<file path="src/rtl/cpu8alu_pkg.sv">
// ----------------------------------------------------------------------------
// cpu8alu_pkg
// Types and command codes shared by the accumulator ALU modules.
// ----------------------------------------------------------------------------
package cpu8alu_pkg;

    localparam logic [3:0] CMD_ADD = 4'd0;
    localparam logic [3:0] CMD_ADC = 4'd1;
    localparam logic [3:0] CMD_SUB = 4'd2;
    localparam logic [3:0] CMD_SBC = 4'd3;
    localparam logic [3:0] CMD_AND = 4'd4;
    localparam logic [3:0] CMD_XOR = 4'd5;
    localparam logic [3:0] CMD_OR  = 4'd6;
    localparam logic [3:0] CMD_CP  = 4'd7;
    localparam logic [3:0] CMD_INC = 4'd8;
    localparam logic [3:0] CMD_DEC = 4'd9;
    localparam logic [3:0] CMD_CPL = 4'd10;
    localparam logic [3:0] CMD_CCF = 4'd11;
    localparam logic [3:0] CMD_SCF = 4'd12;
    localparam logic [3:0] CMD_LDA = 4'd13;
    localparam logic [3:0] CMD_LDF = 4'd14;

    localparam logic [3:0] LOW_NIBBLE = 4'hf;
    localparam logic [7:0] BYTE_MASK  = 8'hff;

    typedef struct packed {
        logic [3:0] command;
        logic [7:0] operand;
        logic       use_acc;
    } alu_in_t;

    typedef struct packed {
        logic [7:0] result_byte;
        logic [7:0] acc_out;
        logic       flag_z;
        logic       flag_n;
        logic       flag_h;
        logic       flag_c;
    } alu_out_t;

    typedef struct packed {
        logic [7:0] acc;
        logic       z;
        logic       n;
        logic       h;
        logic       c;
    } alu_state_t;

endpackage

</file>
<file path="src/rtl/cpu8alu_core.sv">
// ----------------------------------------------------------------------------
// cpu8alu_core
// One-pass datapath: computes result byte and next accumulator/flags.
// ----------------------------------------------------------------------------
module cpu8alu_core
    import cpu8alu_pkg::*;
(
    input  alu_in_t    word,
    input  alu_state_t cur,
    output alu_state_t nxt,
    output logic [7:0] result
);

    logic [7:0] src;
    logic       cin;
    logic [8:0] sum9;
    logic [4:0] hsum5;
    logic [8:0] diff9;
    logic [4:0] hdiff5;
    logic [7:0] inc_val;
    logic [7:0] dec_val;

    assign src     = word.use_acc ? cur.acc : word.operand;
    assign cin     = (word.command inside {CMD_ADC, CMD_SBC}) ? cur.c : 1'b0;
    assign sum9    = {1'b0, cur.acc} + {1'b0, src} + {8'd0, cin};
    assign hsum5   = {1'b0, cur.acc[3:0]} + {1'b0, src[3:0]} + {4'd0, cin};
    assign diff9   = {1'b0, cur.acc} - {1'b0, src} - {8'd0, cin};
    assign hdiff5  = {1'b0, cur.acc[3:0]} - {1'b0, src[3:0]} - {4'd0, cin};
    assign inc_val = src + 8'd1;
    assign dec_val = src - 8'd1;

    always_comb
    begin
        nxt    = cur;
        result = cur.acc;
        case (word.command)
            CMD_ADD, CMD_ADC:
            begin
                result = sum9[7:0];
                nxt    = '{acc: sum9[7:0], z: (sum9[7:0] == 8'd0), n: 1'b0,
                           h: hsum5[4], c: sum9[8]};
            end
            CMD_SUB, CMD_SBC:
            begin
                result = diff9[7:0];
                nxt    = '{acc: diff9[7:0], z: (diff9[7:0] == 8'd0), n: 1'b1,
                           h: hdiff5[4], c: diff9[8]};
            end
            CMD_CP:
            begin
                // compare only: accumulator holds
                result = diff9[7:0];
                nxt    = '{acc: cur.acc, z: (diff9[7:0] == 8'd0), n: 1'b1,
                           h: hdiff5[4], c: diff9[8]};
            end
            CMD_AND:
            begin
                result = cur.acc & src;
                nxt    = '{acc: result, z: (result == 8'd0), n: 1'b0, h: 1'b1, c: 1'b0};
            end
            CMD_XOR:
            begin
                result = cur.acc ^ src;
                nxt    = '{acc: result, z: (result == 8'd0), n: 1'b0, h: 1'b0, c: 1'b0};
            end
            CMD_OR:
            begin
                result = cur.acc | src;
                nxt    = '{acc: result, z: (result == 8'd0), n: 1'b0, h: 1'b0, c: 1'b0};
            end
            CMD_INC:
            begin
                result = inc_val;
                nxt.acc = word.use_acc ? inc_val : cur.acc;
                nxt.z   = (inc_val == 8'd0);
                nxt.n   = 1'b0;
                nxt.h   = (src[3:0] == LOW_NIBBLE);
            end
            CMD_DEC:
            begin
                result = dec_val;
                nxt.acc = word.use_acc ? dec_val : cur.acc;
                nxt.z   = (dec_val == 8'd0);
                nxt.n   = 1'b1;
                nxt.h   = (src[3:0] == 4'd0);
            end
            CMD_CPL:
            begin
                result  = cur.acc ^ BYTE_MASK;
                nxt.acc = result;
                nxt.n   = 1'b1;
                nxt.h   = 1'b1;
            end
            CMD_CCF:
            begin
                nxt.n = 1'b0;
                nxt.h = 1'b0;
                nxt.c = ~cur.c;
            end
            CMD_SCF:
            begin
                nxt.n = 1'b0;
                nxt.h = 1'b0;
                nxt.c = 1'b1;
            end
            CMD_LDA:
            begin
                result  = src;
                nxt.acc = src;
            end
            CMD_LDF:
            begin
                result = {src[7:4], 4'd0};
                nxt.z  = src[7];
                nxt.n  = src[6];
                nxt.h  = src[5];
                nxt.c  = src[4];
            end
            default:
            begin
                nxt    = cur;
                result = cur.acc;
            end
        endcase
    end

endmodule

</file>
<file path="src/rtl/cpu8_accumulator_alu_top.sv">
// ----------------------------------------------------------------------------
// cpu8_accumulator_alu_top
// Eight-bit accumulator ALU with Z, N, H, C flags.
// ----------------------------------------------------------------------------
// Usage:
//   cmd channel (cmd_valid/cmd_ready/cmd_data) carries one command word:
//   command code, operand byte and the accumulator-select bit.
//   rsp channel (rsp_valid/rsp_ready/rsp_data) returns one word per command:
//   result byte, accumulator and the four flags after that command.
//   A command accepted on cmd passes the command register, then the response
//   register, before it appears on rsp. Throughput: one command per cycle
//   while rsp_ready is high. The command register feeds a single pass of
//   8-bit add/logic; accumulator, flags and the response register load
//   together, so the next command sees the updated state at once.
//   Reset clears accumulator, flags and both valid bits.
//   When the receiver stalls, the response register holds; the command
//   register still takes one more word, then cmd_ready drops until the
//   response is taken.
// ----------------------------------------------------------------------------
module cpu8_accumulator_alu_top
    import cpu8alu_pkg::*;
(
    input  logic     clk,
    input  logic     rst_n,
    input  logic     cmd_valid,
    output logic     cmd_ready,
    input  alu_in_t  cmd_data,
    output logic     rsp_valid,
    input  logic     rsp_ready,
    output alu_out_t rsp_data
);

    alu_in_t    cmd_word_reg;
    logic       cmd_valid_reg;
    logic       cmd_valid_next;
    alu_state_t state_reg;
    alu_state_t state_next;
    alu_out_t   rsp_word_reg;
    alu_out_t   rsp_word_next;
    logic       rsp_valid_reg;
    logic       rsp_valid_next;
    logic [7:0] result;
    logic       fire;
    logic       take;

    // advance the staged command into the result register
    assign fire = cmd_valid_reg && (!rsp_valid_reg || rsp_ready);
    assign cmd_ready = !cmd_valid_reg || fire;
    assign take = cmd_valid && cmd_ready;

    cpu8alu_core u_core (
        .word   (cmd_word_reg),
        .cur    (state_reg),
        .nxt    (state_next),
        .result (result)
    );

    always_comb
    begin
        cmd_valid_next = take ? 1'b1 : (fire ? 1'b0 : cmd_valid_reg);
        rsp_valid_next = fire ? 1'b1 : ((rsp_valid_reg && rsp_ready) ? 1'b0 : rsp_valid_reg);
        rsp_word_next  = '{result_byte: result, acc_out: state_next.acc,
                           flag_z: state_next.z, flag_n: state_next.n,
                           flag_h: state_next.h, flag_c: state_next.c};
    end

    always_ff @(posedge clk or negedge rst_n)
    begin
        if (!rst_n)
        begin
            cmd_valid_reg <= 1'b0;
            rsp_valid_reg <= 1'b0;
            state_reg     <= '0;
        end
        else
        begin
            cmd_valid_reg <= cmd_valid_next;
            rsp_valid_reg <= rsp_valid_next;
            if (fire)
            begin
                state_reg <= state_next;
            end
        end
    end

    always_ff @(posedge clk)
    begin
        if (take)
        begin
            cmd_word_reg <= cmd_data;
        end
        if (fire)
        begin
            rsp_word_reg <= rsp_word_next;
        end
    end

    assign rsp_valid = rsp_valid_reg;
    assign rsp_data  = rsp_word_reg;

`ifndef SYNTH
    a_acc_matches_state: assert property (@(posedge clk) disable iff (!rst_n)
        rsp_valid_reg |-> rsp_word_reg.acc_out == state_reg.acc)
        else $error("response accumulator differs from held accumulator");

    a_flags_match_state: assert property (@(posedge clk) disable iff (!rst_n)
        rsp_valid_reg |-> (rsp_word_reg.flag_z == state_reg.z)
                       && (rsp_word_reg.flag_n == state_reg.n)
                       && (rsp_word_reg.flag_h == state_reg.h)
                       && (rsp_word_reg.flag_c == state_reg.c))
        else $error("response flags differ from held flags");

    a_state_only_on_fire: assert property (@(posedge clk) disable iff (!rst_n)
        !fire |=> $stable(state_reg))
        else $error("state changed without a command moving through");

    a_stall_only_when_full: assert property (@(posedge clk) disable iff (!rst_n)
        !cmd_ready |-> cmd_valid_reg && rsp_valid_reg && !rsp_ready)
        else $error("command stalled while a stage was free");
`endif

endmodule
</file>
<file path="config.mk">
export PLATFORM = sky130hd
export DESIGN_NAME = cpu8_accumulator_alu_top
export DESIGN_NICKNAME = d
export VERILOG_FILES = /design/src/rtl/cpu8alu_pkg.sv /design/src/rtl/cpu8alu_core.sv /design/src/rtl/cpu8_accumulator_alu_top.sv
export SDC_FILE = /design/constraint.sdc
export NUM_CORES = 1
export LEC_CHECK = 0
export ABC_AREA = 0
export BUFFER_PORTS_ARGS = -buffer_cell sky130_fd_sc_hd__buf_4
export CAP_MARGIN = 10
export CELL_PAD_IN_SITES_DETAIL_PLACEMENT = 0
export CELL_PAD_IN_SITES_GLOBAL_PLACEMENT = 1
export CORE_ASPECT_RATIO = 1.5
export CORE_MARGIN = 4
export CORE_UTILIZATION = 47
export DETAILED_ROUTE_END_ITERATION = 10
export PLACE_DENSITY_LB_ADDON = 0.1
export SYNTH_ARGS = -nofsm -noshare
export SYNTH_HDL_FRONTEND = slang
export SYNTH_SLANG_ARGS = --single-unit
</file>
<file path="constraint.sdc">
create_clock -name clk -period 4.65 [get_ports clk]
set_clock_uncertainty 0.1 [all_clocks]
set_input_delay 0 -clock clk [delete_from_list [all_inputs] [get_ports clk]]
set_output_delay 0 -clock clk [all_outputs]
set_load 0.01 [all_outputs]
</file>
# Yosys cells after proc, flatten, opt, wreduce, memory -nomap -nowiden
# Cells that the tools add are included.
# W data, S select, Z words.
dict set report totals {
  ff_bits 47
  input_bits 17
  output_inout_bits 22
}
dict set report classes {
  add_sub_neg 10
  n_eq_ne 15
  muxes 13
  bitwise_logic 5
  reduce_logical 24
}
# op n
set ops {}
lappend ops {{$pmux W8 S10} 1}
lappend ops {{$pmux W8 S9} 1}
lappend ops {{$logic_not A8 Y1} 7}
lappend ops {{$eq A4 B4 Y1 const B} 8}
lappend ops {{$mux W8} 3}
lappend ops {{$eq A4 B3 Y1 const B} 4}
lappend ops {{$pmux W2 S8} 1}
lappend ops {{$add A8 B8 Y9} 1}
lappend ops {{$add A9 B1 Y9} 1}
lappend ops {{$sub A8 B8 Y9} 1}
lappend ops {{$sub A9 B1 Y9} 1}
lappend ops {{$add A8 B1 Y8 const B} 1}
lappend ops {{$and A8 B8 Y8} 1}
lappend ops {{$eq A4 B2 Y1 const B} 2}
lappend ops {{$logic_not A4 Y1} 2}
lappend ops {{$not A8 Y8} 1}
lappend ops {{$or A8 B8 Y8} 1}
lappend ops {{$pmux W1 S8} 1}
lappend ops {{$sub A8 B1 Y8 const B} 1}
lappend ops {{$xor A8 B8 Y8} 1}
lappend ops {{$pmux W1 S6} 1}
lappend ops {{$reduce_bool A2 Y1} 3}
lappend ops {{$reduce_or A3 Y1} 2}
lappend ops {{$add A4 B4 Y5} 1}
lappend ops {{other kinds (11)} 20}

# Logic depth before layout (Yosys ltp)
dict set report depth {
  depth_word 6
  depth_mapped 15
  ltp_nobuf 13
}

# Modules after synthesis
# A second synthesis with hierarchy kept.
dict set report hier_totals {
  hier_cells 497
  area_unflattened_um2 4490.6
}
# module instances cells_each area_each_um2
set by_module_without_submodules {}
lappend by_module_without_submodules {cpu8alu_core 1 430 2904.0}
lappend by_module_without_submodules {cpu8_accumulator_alu_top 1 67 1586.5}

# Worst setup path before layout
# Ideal clock, no wire load.
dict set report synth_timing {
  path_type {register -> register}
  start {register cmd_word_reg[0] (netlist bit)}
  end {register rsp_word_reg, in the netlist rsp_data[3] (data pin)}
  setup_ns 0.265
  arrival_ns 3.437
  required_time_ns 4.285
  setup_slack_ns 0.848
  path_stages_with_launch 16
  period_less_slack_ns 3.802
  path_cell_list {edfxtp_1 buf_6 buf_6 buf_6 mux2i_1 inv_1 fa_1 inv_1 fa_1 nor2b_1 o31a_1 o31ai_1 nand2_1 and4bb_1 nor4_2 nor2_1}
}
# item line_no
set synth_rtl {}
lappend synth_rtl {{start: declaration} cpu8_accumulator_alu_top.sv:33} ;# alu_in_t cmd_word_reg;
lappend synth_rtl {{start signal: assignment} cpu8_accumulator_alu_top.sv:90} ;# cmd_word_reg <= cmd_data;
lappend synth_rtl {{end signal: assignment} cpu8_accumulator_alu_top.sv:94} ;# rsp_word_reg <= rsp_word_next;
lappend synth_rtl {{end: declaration} cpu8_accumulator_alu_top.sv:38} ;# alu_out_t rsp_word_reg;

==> impl_metrics.csv <==
group,metric,value,unit
critical_path,critPathKind,"reg -> reg",
place,place_congestion,0.950,
floorplanning,coreArea,9310,µm²
critical_path,crit_required,4.59,ns
synth,synth_flop_cell,"edfxtp_1",
clock_network,cts_made_buffers,5,
grt,grt_pass1_vias,4167,
synth,synth_area_per_cell,9.04,µm²
outcome,status,"finished clean",
critical_path,end_kind,"flip-flop",
detailed_routing,vias,4238,
detailed_routing,viasPerCell,6.50,
finish,instances_no_fill,652,
grt,grt.overflow.total,0,
detailed_routing,drt_first_iter_violations,332,
clock_network,hold_buffers,17,
clock_network,clkTransAtPathRegs,0.07,ns
synth,synth.distinct_cells,79,
critical_path,crit_arrival,4.16,ns
place,hpwl,11.6,mm
clock_network,post_cts_buffers,0,
floorplanning,start_util,48.6,%
place,dp_cells,627,
run,timing.max_cap.violations,0,
sta,min_period,4.22,ns
grt,antenna_found_initial,0,
floorplanning,fp.dieW,88.1,µm
detailed_routing,drtPass1Iterations,5,
synth,synth_area_leaders,"edfxtp_1, ha_1, dfrtp_1",
detailed_routing,routedWlPerCell,23.6,µm
synth,syn-instance-count,500,
clock_network,cts_root_buf,"clkbuf_16",
sta,setup_viol,0,
sta,drv_slew,0,
finish,largest_register_ffs,20,
finish,nets,595,
clock_network,cts.path.max_buffers,2,
place,io_buffers,38,
detailed_routing,drcViolationCount,0,
grt,grt_pass1_wl,23.9,mm
clock_network,cts_tree,"yes",
synth,yosysTopAreaCell,"edfxtp_1",
synth,ys_ff_latch,47,
power_and_ir_drop,ir_worst_vdd,0.272,mV
floorplanning,dieArea,11300,µm²
synth,syn_nets,556,
power_and_ir_drop,p_per_area,604,nW/µm²
sta,rsz0062_at_grt,"no",
finish,syn_to_final_growth,15.1,%
synth,synth_most_common_cell,"nor2_1",
synth,synth_top_cell_area_share,21.9,%
detailed_routing,ant_nets,0,
synth,seq_area_frac_synth,29.7,%
clock_network,clock_sinks,47,
sta,max_freq,237,MHz
critical_path,crit_path_start_kind,"flip-flop",
floorplanning,row_count,43,
critical_path,cp_max_fo,27,
clock_network,htreeDepth,2,
sta,maxSlewHeadroom,42.4,%
floorplanning,die_h,128,µm
sta,min_period_over_period,90.8,%
sta,finalSetupTns,0,ns
worst_hold_path,hold_path.class,"in -> async",
finish,layout-drive-gt1-share,16.3,%
synth,synth-edff-count,33,
sta,hold_viol_final,0,
detailed_routing,routed_wl,15.4,mm
grt,grt_usage,28.2,%
clock_network,post_cts_resized,0,
sta,worst_pin_slew,0.863,ns
grt,grt_max_degree,38,
place,pre_cts_slack,0.592,ns
floorplanning,num_io_pins,39,
synth,async_reset_ff_share,29.8,%
power_and_ir_drop,power_leakage,2.05,nW
synth,synth_common_cells,"nor2_1, ha_1, edfxtp_1",
sta,fin_ws,0.426,ns
synth,yosys_warnings,0,
synth,netlist_area,4520,µm²
finish,antennaDiodeCount,0,
clock_network,clk_latency,0.30,ns
-- critical path, stage by stage, from the launching register on --
cell	delay [ns]
edfxtp_1	0.59
buf_12	0.25
mux2i_2	0.42
ha_1	0.43
ha_1	0.41
o21ai_0	0.21
nor2b_1	0.23
xnor2_1	0.47
nor4_1	0.20
and4_1	0.29
nor4_2	0.28
nor2_1	0.09
-- kinds of logic after synthesis --
group,after synthesis,share of synthesized area (%)
adder cells (fa/ha/maj),39,11.5
flip-flops,47,29.7
multiplexers,19,5.53
AND/OR/NAND/NOR,160,19.8
AO/OA/AOI/OAI,148,22.7
buffers and inverters,65,6.61
XOR/XNOR,22,4.26
-- routing by layer --
layer  wire (µm)  vias to the layer above  share of wire, %  global-route usage (%)
li1            -                     1943                 -                       -
met1        6170                     2053                40                    35.5
met2        7790                      197                51                    48.2
met3         820                       45               5.3                    3.79
met4         606                        0               3.9                    11.4
met5           0                        -                 0                       0
-- through the flow --
stage | hold WS [ns] | power, W | area, µm² | utilization [%]
CTS | 0.0200 | 0.00311 | 5200 | 55.9
global placement | -0.208 | 0.00265 | 4860 | 52.2
global route | 0.0350 | 0.00335 | 5200 | 55.9
detailed placement | -0.207 | 0.00264 | 4860 | 52.2
finish | 0.0134 | 0.00315 | 5200 | 55.9
floorplan | -0.396 | 0.00208 | 4520 | -
-- power breakdown --
group	leakage (nW)	switching [W]	internal, W
clock network	0.0875	0.000169	0.000271
registers	0.481	0.000148	0.000571
logic	1.48	0.00120	0.000791
total	2.05	0.00151	0.00163
-- placed cells by master, fill, tap and decap left out, types with 6 or more instances in the layout --
cell type	n
nor3_1	11
nor4_1	7
a21oi_1	29
dlygate4sd3_1	17
edfxtp_1	33
dfrtp_1	14
nand3_1	10
xor2_1	6
nor2_1	42
xnor2_1	16
o21ai_0	25
nor2b_1	9
mux2i_1	7
o22ai_1	17
ha_1	35
a31oi_1	11
o211ai_1	6
a211oi_1	7
nand3b_1	6
inv_1	30
nand2b_1	9
nand2_1	31
buf_4	47
-- layout make-up --
class | instances | area (µm²)
clock buffers | 6 | 139
inverters | 32 | 120
flip-flops and latches | 47 | 1340
well taps | 112 | 140
clock inverters | 2 | 38.8
fillers | 858 | 4100
multi-input cells | 388 | 2880
repair buffers | 65 | 543
-- final timing paths --
check	start	end	slack [ns]	depth (start not counted)
min in group clk	cmd_data[0]	cmd_word_reg[0]	0.31	2
worst max register to register	cmd_word_reg[0]	rsp_data[3]	0.43	11
worst min-delay path	rst_n	state_reg[2]	0.01	2
max in group asynchronous	rst_n	state_reg[4]	4.23	2
worst min register to register	cmd_valid_reg	rsp_valid	0.40	1
worst max-delay path	cmd_word_reg[0]	rsp_data[3]	0.43	11
Note: power is estimated with default switching activity, not from simulation.
